==> config.mk <==
export PLATFORM = sky130hd
export DESIGN_NAME = integer_to_ascii_formatter
export DESIGN_NICKNAME = d
export VERILOG_FILES = /design/src/rtl/itoa_pkg.sv /design/src/rtl/itoa_digit_cell.sv /design/src/rtl/integer_to_ascii_formatter.sv
export SDC_FILE = /design/constraint.sdc
export NUM_CORES = 1
export LEC_CHECK = 0
export BUFFER_PORTS_ARGS = -buffer_cell sky130_fd_sc_hd__buf_4
export CORE_MARGIN = 10
export CORE_UTILIZATION = 38
export CTS_CLUSTER_SIZE = 14
export DETAILED_ROUTE_END_ITERATION = 7
export SYNTH_ARGS = -nofsm -noshare
export SYNTH_HDL_FRONTEND = slang
export SYNTH_SLANG_ARGS = --single-unit
==> constraint.sdc <==
create_clock -name clk_i -period 4.56 [get_ports clk_i]
set_input_delay 0.456 -clock clk_i [delete_from_list [all_inputs] [get_ports clk_i]]
set_output_delay 0.456 -clock clk_i [all_outputs]
set_load 0.02 [all_outputs]
==> src/rtl/itoa_pkg.sv <==
`timescale 1ns / 1ps
// Shared types, constants and character mapping for the integer-to-ASCII formatter.
package itoa_pkg;

  localparam int unsigned NUM_CELLS  = 16;  // one cell per hex digit of a 64-bit value
  localparam int unsigned DEC_BITS   = 32;  // width of the decimal formats
  localparam int unsigned CNT_W      = 5;   // character count / digit count width
  localparam int unsigned BIT_CNT_W  = 5;   // counts DEC_BITS shift steps

  localparam logic [6:0] CHAR_MINUS = 7'h2D;
  localparam logic [6:0] CHAR_ZERO  = 7'h30;
  localparam logic [6:0] CHAR_X     = 7'h78;
  localparam logic [6:0] CHAR_LOW_A = 7'h61;
  localparam logic [6:0] CHAR_UP_A  = 7'h41;

  typedef enum logic [2:0] {
    OP_SDEC32 = 3'd0,
    OP_UDEC32 = 3'd1,
    OP_HEX32  = 3'd2,
    OP_HEX64  = 3'd3,
    OP_PTR    = 3'd4
  } itoa_op_e;

  typedef enum logic [4:0] {
    ST_IDLE   = 5'b00001,
    ST_DABBLE = 5'b00010,
    ST_SKIP   = 5'b00100,
    ST_PREFIX = 5'b01000,
    ST_DIGITS = 5'b10000
  } itoa_state_e;

  // Per-cycle command broadcast to every digit cell; load wins over dabble, dabble over shift.
  typedef struct packed {
    logic load;
    logic dabble;
    logic shift;
  } itoa_cell_ctrl_t;

  function automatic logic [6:0] digit_to_ascii(input logic [3:0] digit, input logic upper);
    logic [6:0] d7;
    d7 = {3'b000, digit};
    if (digit < 4'd10) begin
      return CHAR_ZERO + d7;
    end else if (upper) begin
      return CHAR_UP_A + d7 - 7'd10;
    end else begin
      return CHAR_LOW_A + d7 - 7'd10;
    end
  endfunction

endpackage

==> src/rtl/itoa_digit_cell.sv <==
`timescale 1ns / 1ps
// One digit cell: holds a nibble, runs a double-dabble step or passes its digit upward.
module itoa_digit_cell (
  input  logic                      clk_i,
  input  itoa_pkg::itoa_cell_ctrl_t ctrl_i,
  input  logic [3:0]                load_digit_i,
  input  logic                      carry_i,
  input  logic [3:0]                digit_i,
  output logic [3:0]                digit_o,
  output logic                      carry_o
);

  logic [3:0] digit_q, digit_d;
  logic [3:0] adj;

  // Add 3 before the shift so the BCD digit carries at ten.
  assign adj     = (digit_q >= 4'd5) ? digit_q + 4'd3 : digit_q;
  assign carry_o = adj[3];
  assign digit_o = digit_q;

  always_comb begin
    digit_d = digit_q;
    if (ctrl_i.load) begin
      digit_d = load_digit_i;
    end else if (ctrl_i.dabble) begin
      digit_d = {adj[2:0], carry_i};
    end else if (ctrl_i.shift) begin
      digit_d = digit_i;
    end
  end

  always_ff @(posedge clk_i) begin
    digit_q <= digit_d;
  end

endmodule

==> src/rtl/integer_to_ascii_formatter.sv <==
`timescale 1ns / 1ps
// Integer-to-ASCII formatter: a row of sixteen digit cells with a small sequencer in front.
//
// Each input transaction is one number; it comes out as one output transaction per ASCII
// character, most significant first, tlast on the final one with the character count. The
// decimal formats run the value through the cell row with double dabble, one bit per cycle
// for all 32 bits; hex formats load the cells directly. Leading zero digits are then shifted
// out of the top cell at one per cycle (at most 15), and the characters follow, held while
// the output is stalled. Operation codes 5 to 7 are accepted and give no output. A new
// number is accepted once the last character sits in the output register.
module integer_to_ascii_formatter (
  input  logic        clk_i,
  input  logic        rst_ni,
  input  logic        s_axis_tvalid,
  output logic        s_axis_tready,
  input  logic [63:0] s_axis_tdata,   // [63:0] value
  input  logic [3:0]  s_axis_tuser,   // [2:0] operation, [3] upper_case
  output logic        m_axis_tvalid,
  input  logic        m_axis_tready,
  output logic [15:0] m_axis_tdata,   // [6:0] character, [11:7] char_count, [15:12] zero
  output logic        m_axis_tlast
);

  localparam int unsigned NC = itoa_pkg::NUM_CELLS;
  localparam int unsigned CW = itoa_pkg::CNT_W;

  itoa_pkg::itoa_state_e state_q, state_d;
  itoa_pkg::itoa_cell_ctrl_t cell_ctrl;

  logic [itoa_pkg::DEC_BITS-1:0]  bin_q, bin_d;
  logic [itoa_pkg::BIT_CNT_W-1:0] bit_cnt_q, bit_cnt_d;
  logic [CW-1:0] rem_q, rem_d;
  logic [CW-1:0] total_q, total_d;
  logic [1:0]    pre_cnt_q, pre_cnt_d;
  logic          neg_q, neg_d;
  logic          upper_q, upper_d;

  logic [6:0]    out_char_q, out_char_d;
  logic [CW-1:0] out_cnt_q, out_cnt_d;
  logic          out_last_q, out_last_d;
  logic          out_valid_q, out_valid_d;

  logic [3:0] cell_digit [NC];
  logic       cell_carry [NC];
  logic [63:0] load_val;

  logic          in_acc, op_valid, op_dec, out_free, emit, skip_now;
  logic [2:0]    op_raw;
  logic          upper_in;
  logic [31:0]   lo;
  logic [3:0]    top_digit;

  assign op_raw   = s_axis_tuser[2:0];
  assign upper_in = s_axis_tuser[3];
  assign lo       = s_axis_tdata[31:0];
  assign in_acc   = s_axis_tvalid && s_axis_tready;
  assign op_valid = (op_raw == itoa_pkg::OP_SDEC32) || (op_raw == itoa_pkg::OP_UDEC32) ||
                    (op_raw == itoa_pkg::OP_HEX32)  || (op_raw == itoa_pkg::OP_HEX64)  ||
                    (op_raw == itoa_pkg::OP_PTR);
  assign op_dec   = (op_raw == itoa_pkg::OP_SDEC32) || (op_raw == itoa_pkg::OP_UDEC32);
  assign out_free = !out_valid_q || m_axis_tready;
  assign top_digit = cell_digit[NC-1];
  assign skip_now  = (top_digit == 4'd0) && (rem_q > CW'(1));

  assign s_axis_tready = (state_q == itoa_pkg::ST_IDLE);

  // Decimal formats start from cleared cells; hex32 drops the upper word.
  always_comb begin
    if (op_dec) begin
      load_val = '0;
    end else if (op_raw == itoa_pkg::OP_HEX32) begin
      load_val = {32'd0, lo};
    end else begin
      load_val = s_axis_tdata;
    end
  end

  always_comb begin
    cell_ctrl.load   = in_acc && op_valid;
    cell_ctrl.dabble = (state_q == itoa_pkg::ST_DABBLE);
    cell_ctrl.shift  = ((state_q == itoa_pkg::ST_SKIP) && skip_now) ||
                       ((state_q == itoa_pkg::ST_DIGITS) && out_free);
  end

  for (genvar i = 0; i < NC; i++) begin : g_cell
    logic       nbr_carry;
    logic [3:0] nbr_digit;
    if (i == 0) begin : g_first
      assign nbr_carry = bin_q[itoa_pkg::DEC_BITS-1];
      assign nbr_digit = 4'd0;
    end else begin : g_rest
      assign nbr_carry = cell_carry[i-1];
      assign nbr_digit = cell_digit[i-1];
    end
    itoa_digit_cell u_cell (
      .clk_i        (clk_i),
      .ctrl_i       (cell_ctrl),
      .load_digit_i (load_val[4*i +: 4]),
      .carry_i      (nbr_carry),
      .digit_i      (nbr_digit),
      .digit_o      (cell_digit[i]),
      .carry_o      (cell_carry[i])
    );
  end

  always_comb begin
    state_d     = state_q;
    bin_d       = bin_q;
    bit_cnt_d   = bit_cnt_q;
    rem_d       = rem_q;
    total_d     = total_q;
    pre_cnt_d   = pre_cnt_q;
    neg_d       = neg_q;
    upper_d     = upper_q;
    emit        = 1'b0;
    out_char_d  = out_char_q;
    out_cnt_d   = out_cnt_q;
    out_last_d  = out_last_q;

    case (state_q)
      itoa_pkg::ST_IDLE: begin
        if (in_acc && op_valid) begin
          rem_d     = CW'(NC);
          bit_cnt_d = '1;
          neg_d     = (op_raw == itoa_pkg::OP_SDEC32) && lo[31];
          upper_d   = upper_in &&
                      ((op_raw == itoa_pkg::OP_HEX32) || (op_raw == itoa_pkg::OP_HEX64));
          bin_d     = ((op_raw == itoa_pkg::OP_SDEC32) && lo[31]) ? (~lo + 32'd1) : lo;
          if ((op_raw == itoa_pkg::OP_SDEC32) && lo[31]) begin
            pre_cnt_d = 2'd1;
          end else if (op_raw == itoa_pkg::OP_PTR) begin
            pre_cnt_d = 2'd2;
          end else begin
            pre_cnt_d = 2'd0;
          end
          state_d = op_dec ? itoa_pkg::ST_DABBLE : itoa_pkg::ST_SKIP;
        end
      end
      itoa_pkg::ST_DABBLE: begin
        bin_d     = {bin_q[itoa_pkg::DEC_BITS-2:0], 1'b0};
        bit_cnt_d = bit_cnt_q - 1'b1;
        if (bit_cnt_q == '0) begin
          state_d = itoa_pkg::ST_SKIP;
        end
      end
      itoa_pkg::ST_SKIP: begin
        if (skip_now) begin
          rem_d = rem_q - 1'b1;
        end else begin
          total_d = CW'(pre_cnt_q) + rem_q;
          state_d = (pre_cnt_q != 2'd0) ? itoa_pkg::ST_PREFIX : itoa_pkg::ST_DIGITS;
        end
      end
      itoa_pkg::ST_PREFIX: begin
        if (out_free) begin
          emit       = 1'b1;
          out_last_d = 1'b0;
          out_cnt_d  = '0;
          if (neg_q) begin
            out_char_d = itoa_pkg::CHAR_MINUS;
          end else if (pre_cnt_q == 2'd2) begin
            out_char_d = itoa_pkg::CHAR_ZERO;
          end else begin
            out_char_d = itoa_pkg::CHAR_X;
          end
          pre_cnt_d = pre_cnt_q - 1'b1;
          if (pre_cnt_q == 2'd1) begin
            state_d = itoa_pkg::ST_DIGITS;
          end
        end
      end
      itoa_pkg::ST_DIGITS: begin
        if (out_free) begin
          emit       = 1'b1;
          out_char_d = itoa_pkg::digit_to_ascii(top_digit, upper_q);
          rem_d      = rem_q - 1'b1;
          if (rem_q == CW'(1)) begin
            out_last_d = 1'b1;
            out_cnt_d  = total_q;
            state_d    = itoa_pkg::ST_IDLE;
          end else begin
            out_last_d = 1'b0;
            out_cnt_d  = '0;
          end
        end
      end
      default: begin
        state_d = itoa_pkg::ST_IDLE;
      end
    endcase
  end

  always_comb begin
    if (emit) begin
      out_valid_d = 1'b1;
    end else if (m_axis_tready) begin
      out_valid_d = 1'b0;
    end else begin
      out_valid_d = out_valid_q;
    end
  end

  always_ff @(posedge clk_i or negedge rst_ni) begin
    if (!rst_ni) begin
      state_q     <= itoa_pkg::ST_IDLE;
      out_valid_q <= 1'b0;
    end else begin
      state_q     <= state_d;
      out_valid_q <= out_valid_d;
    end
  end

  always_ff @(posedge clk_i) begin
    bin_q      <= bin_d;
    bit_cnt_q  <= bit_cnt_d;
    rem_q      <= rem_d;
    total_q    <= total_d;
    pre_cnt_q  <= pre_cnt_d;
    neg_q      <= neg_d;
    upper_q    <= upper_d;
    out_char_q <= out_char_d;
    out_cnt_q  <= out_cnt_d;
    out_last_q <= out_last_d;
  end

  assign m_axis_tvalid = out_valid_q;
  assign m_axis_tlast  = out_last_q;
  assign m_axis_tdata  = {4'd0, out_cnt_q, out_char_q};

  a_state_onehot: assert property (@(posedge clk_i) disable iff (!rst_ni)
    $onehot(state_q))
    else $error("state register lost its one-hot code");

  a_rem_range: assert property (@(posedge clk_i) disable iff (!rst_ni)
    (state_q == itoa_pkg::ST_DIGITS) |-> (rem_q != '0) && (rem_q <= CW'(NC)))
    else $error("digit count out of range while emitting");

  a_last_count: assert property (@(posedge clk_i) disable iff (!rst_ni)
    m_axis_tvalid |-> (m_axis_tlast == (out_cnt_q != '0)))
    else $error("character count does not match last marker");

  a_bad_op_idle: assert property (@(posedge clk_i) disable iff (!rst_ni)
    (in_acc && !op_valid) |=> (state_q == itoa_pkg::ST_IDLE))
    else $error("unused operation code started a conversion");

endmodule
==> metrics.md <==
| Metric | Value |
|---|---|
| Final Non-Filler Cells | `1217` |
| IO Port Bufs | `86` |
| WP buf/inv | `1` |
| Initial antenna violation count | `0` |
| Worst hold path type | `primary input to flop` |
| Hold Violations, Final | `0` |
| CTS Buf Count | `17` |
| Ys Warns | `0` |
| GRT Util Overall | `0.148` |
| Final period util | `0.728` |
| F_max | `roughly 300 MHz` |
| Worst-Margin Slew | `about 1.1 ns` |
| Via/cell ratio | `between 5 and 6` |
| Worst Skew | `about 0.0099 ns` |
| Worst vdd ir | `approximately 0.29 mV` |
| Fin crit period | `3.32 ns` |
| Initial Util | `0.388` |
| CP Capture Type | `flop` |
| Setup TNS | `0 ns` |
| First-pass GRT wire length | `34500 um` |
| Post-route DRC | `0` |
| Largest net degree at the start of global routing | `80` |
| CP Class | `flop to flop` |
| Cell variety after synth | `66` |
| Starting DRC count in detailed routing | `489` |
| CTS tree | `yes` |
| Vias post-DR | `6759` |
| Final nets | `approximately 1000` |
| EDFF count, synth | `between 100 and 150` |
| CTS sink cnt | `134` |
| Die height | `between 150 and 200 um` |
| Drt total wl | `between 20000 and 25000 um` |
| Pwr Density | `between 600 and 700 nW/um^2` |
| CTS H-tree lvls | `4` |
| Final setup violation count | `0` |
| Root buffer cell | `clkbuf_16` |
| Drt pass-1 iters | `4` |
| Area Growth Syn to Fin | `18.0%` |
| Nature of the critical path startpoint | `flop` |
| Floorplan core area | `about 22000 um^2` |
| Sequential area share after synthesis | `0.470` |
| Worst Path Required | `around 4.7 ns` |
| FFs w/ async S/R, synth | `0.0448` |
| Avg Cell Area, Syn | `roughly 10 um^2` |
| Leading area contributor after synthesis | `edfxtp_1` |
| Synth Instances | `between 800 and 900` |
| Antenna cells | `0` |
| Max cap viols | `0` |
| Layout cells sized above 1 | `0.159` |
| Reg clk slew, reported paths | `roughly 0.06 ns` |
| Inst Count DP | `about 1200` |
| Synthesized area | `8500 um^2` |
| Longest Clk Path Bufs | `2` |
| GP Congestion | `approximately 0.84` |
| Leak | `between 3 and 4 nW` |
| Largest delay contributor family on the critical path | `compound AO/OA/AOI/OAI gates` |
| Global route overflow | `0` |
| Synthesized flop and latch total | `roughly 130` |
| CP arrival | `between 3 and 4 ns` |
| Most common flop cell mapped by yosys | `edfxtp_1` |
| Synth area leaders | `edfxtp_1 45%, ha_1 6.2%, o21ai_0 3.9%` |
| Crit path largest cell delay | `0.85 ns` |
| RSZ-0062 raised after global routing | `false` |
| Status | `finished clean` |
| Max_slew headroom | `0.234` |
| Post-synth top area share | `0.452` |
| Die width | `170 um` |
| Final Max Slew Viols | `0` |
| CP max-delay cell | `a2111oi_0` |
| Vias in the first global route | `approximately 6500` |
| Clk_lat worst skew | `0.42 ns` |
| Postcts setup bufs | `0` |
| Worst-path fanout max | `35` |
| Rows | `54` |
| Io pins | `91` |
| Wire per inst | `around 18 um` |
| Post-DP HPWL | `between 15000 and 20000 um` |
| Die area | `between 20000 and 30000 um^2` |
| Antenna-violating nets left | `0` |
| Cells along the critical path | `ha_1 > o21bai_1 > a2111oi_0 > and2_1 > a21oi_1 > nand2_2 > buf_12` |
state kept, by name (all words and copies together), names as in the netlist, 5 cells and up:
| name | cells |
|---|---|
| out_cnt_q | 5 |
| bit_cnt_q | 5 |
| total_q | 5 |
| rem_q | 5 |
| out_char_q | 7 |
| g_cell.u_cell.digit_o | 64 |
| bin_q | 32 |
| state_q | 5 |
stage by stage:
stage / total power, mW / utilization / hold WS (ns) / setup WS (ns) / cell area (um^2)
after floorplan: 4.21 / - / 0.160 / 1.12 / 8510
after global placement: 4.83 / 0.429 / 0.264 / 1.34 / 9400
after detailed placement: 4.89 / 0.429 / 0.265 / 1.27 / 9400
after CTS: 6.36 / 0.458 / 0.322 / 1.24 / 10000
after global routing: 6.76 / 0.458 / 0.326 / 0.982 / 10000
final: 6.32 / 0.458 / 0.331 / 1.24 / 10000
cells by family after synthesis:
group | after synthesis | share of synthesized area
AOI/OAI and AO/OA | 253 | 0.197
buffers and inverters | 96 | 0.0468
adders and majority gates | 43 | 0.0642
xor gates and xnor gates | 52 | 0.0536
muxes | 5 | 0.00589
DFF | 134 | 0.470
other | 1 | 0.000441
and+or+nand+nor | 266 | 0.162
layout by cell type, fill, tap and decap left out, types with 5 or more instances in the layout:
master / count
a211oi_1: 21
a21oi_1: 65
a221o_1: 29
a22o_1: 7
a22oi_1: 18
a31o_2: 5
a31oi_1: 11
and2_1: 9
buf_4: 95
clkbuf_16: 17
dfrtp_1: 5
edfxtp_1: 128
ha_1: 42
inv_1: 50
mux2i_1: 5
nand2_1: 86
nand2b_1: 18
nand4_1: 5
nor2_1: 55
nor2b_1: 15
nor3_1: 13
nor3b_1: 16
nor4_1: 6
o21ai_0: 67
o31ai_1: 6
xnor2_1: 36
xor2_1: 16
synth_stat cells (9+ instances only):
library cell and count:
ha_1 42, a221o_1 29, nor2_1 57, nor3_1 13, a211oi_1 21, nand2b_1 18, and2_1 9, a22oi_1 18
nor3b_1 16, xor2_1 16, inv_1 51, buf_2 11, edfxtp_1 128, xnor2_1 36, o21ai_0 67, clkbuf_1 25
a31oi_1 11, nor2b_1 16, nand2_1 87, a21oi_1 65
timing repair:
action | in CTS | in global routing
hold endpoints to repair | 6 | 0
hold buffers | 1 | 0
resized for setup | 0 | 0
power breakdown:
part	total [mW]	internal, mW	switching [mW]
clock	1.46	0.916	0.544
sequential	2.46	2.08	0.387
combinational	2.40	0.999	1.40
total	6.32	3.99	2.33
layer usage:
| metal | vias to the layer above | track usage | share of wire |
|---|---|---|---|
| li1 | 3309 | - | - |
| met1 | 3229 | 0.196 | 0.45 |
| met2 | 206 | 0.239 | 0.47 |
| met3 | 15 | 0.0357 | 0.068 |
| met4 | 0 | 0.0338 | 0.0089 |
| met5 | - | 0 | 0 |
area by class of cell:
| cell class | instances | area (um^2) |
|---|---|---|
| clock buffers | 20 | 437 |
| clock inverters | 12 | 178 |
| fillers | 2098 | 11900 |
| inverters | 51 | 191 |
| multi-input cells | 623 | 4130 |
| flip-flops and latches | 134 | 4000 |
| well taps | 280 | 350 |
| repair buffers | 97 | 743 |
path summary, 6_finish.rpt:
check / to / cells past startpoint / from / slack [ns]
worst max-delay path: g_cell[10].u_cell.digit_o[1] / 7 / rem_q[0] / 1.24
worst min-delay path: g_cell[13].u_cell.digit_o[2] / 2 / s_axis_tdata[54] / 0.33
worst max register to register: g_cell[10].u_cell.digit_o[1] / 7 / rem_q[0] / 1.24
worst min register to register: out_cnt_q[4] / 1 / total_q[4] / 0.51
max in group asynchronous: state_q[0] / 2 / rst_ni / 3.99
min in group asynchronous: m_axis_tvalid / 2 / rst_ni / 0.37
No activity file was read; power rests on OpenSTA's default activity.
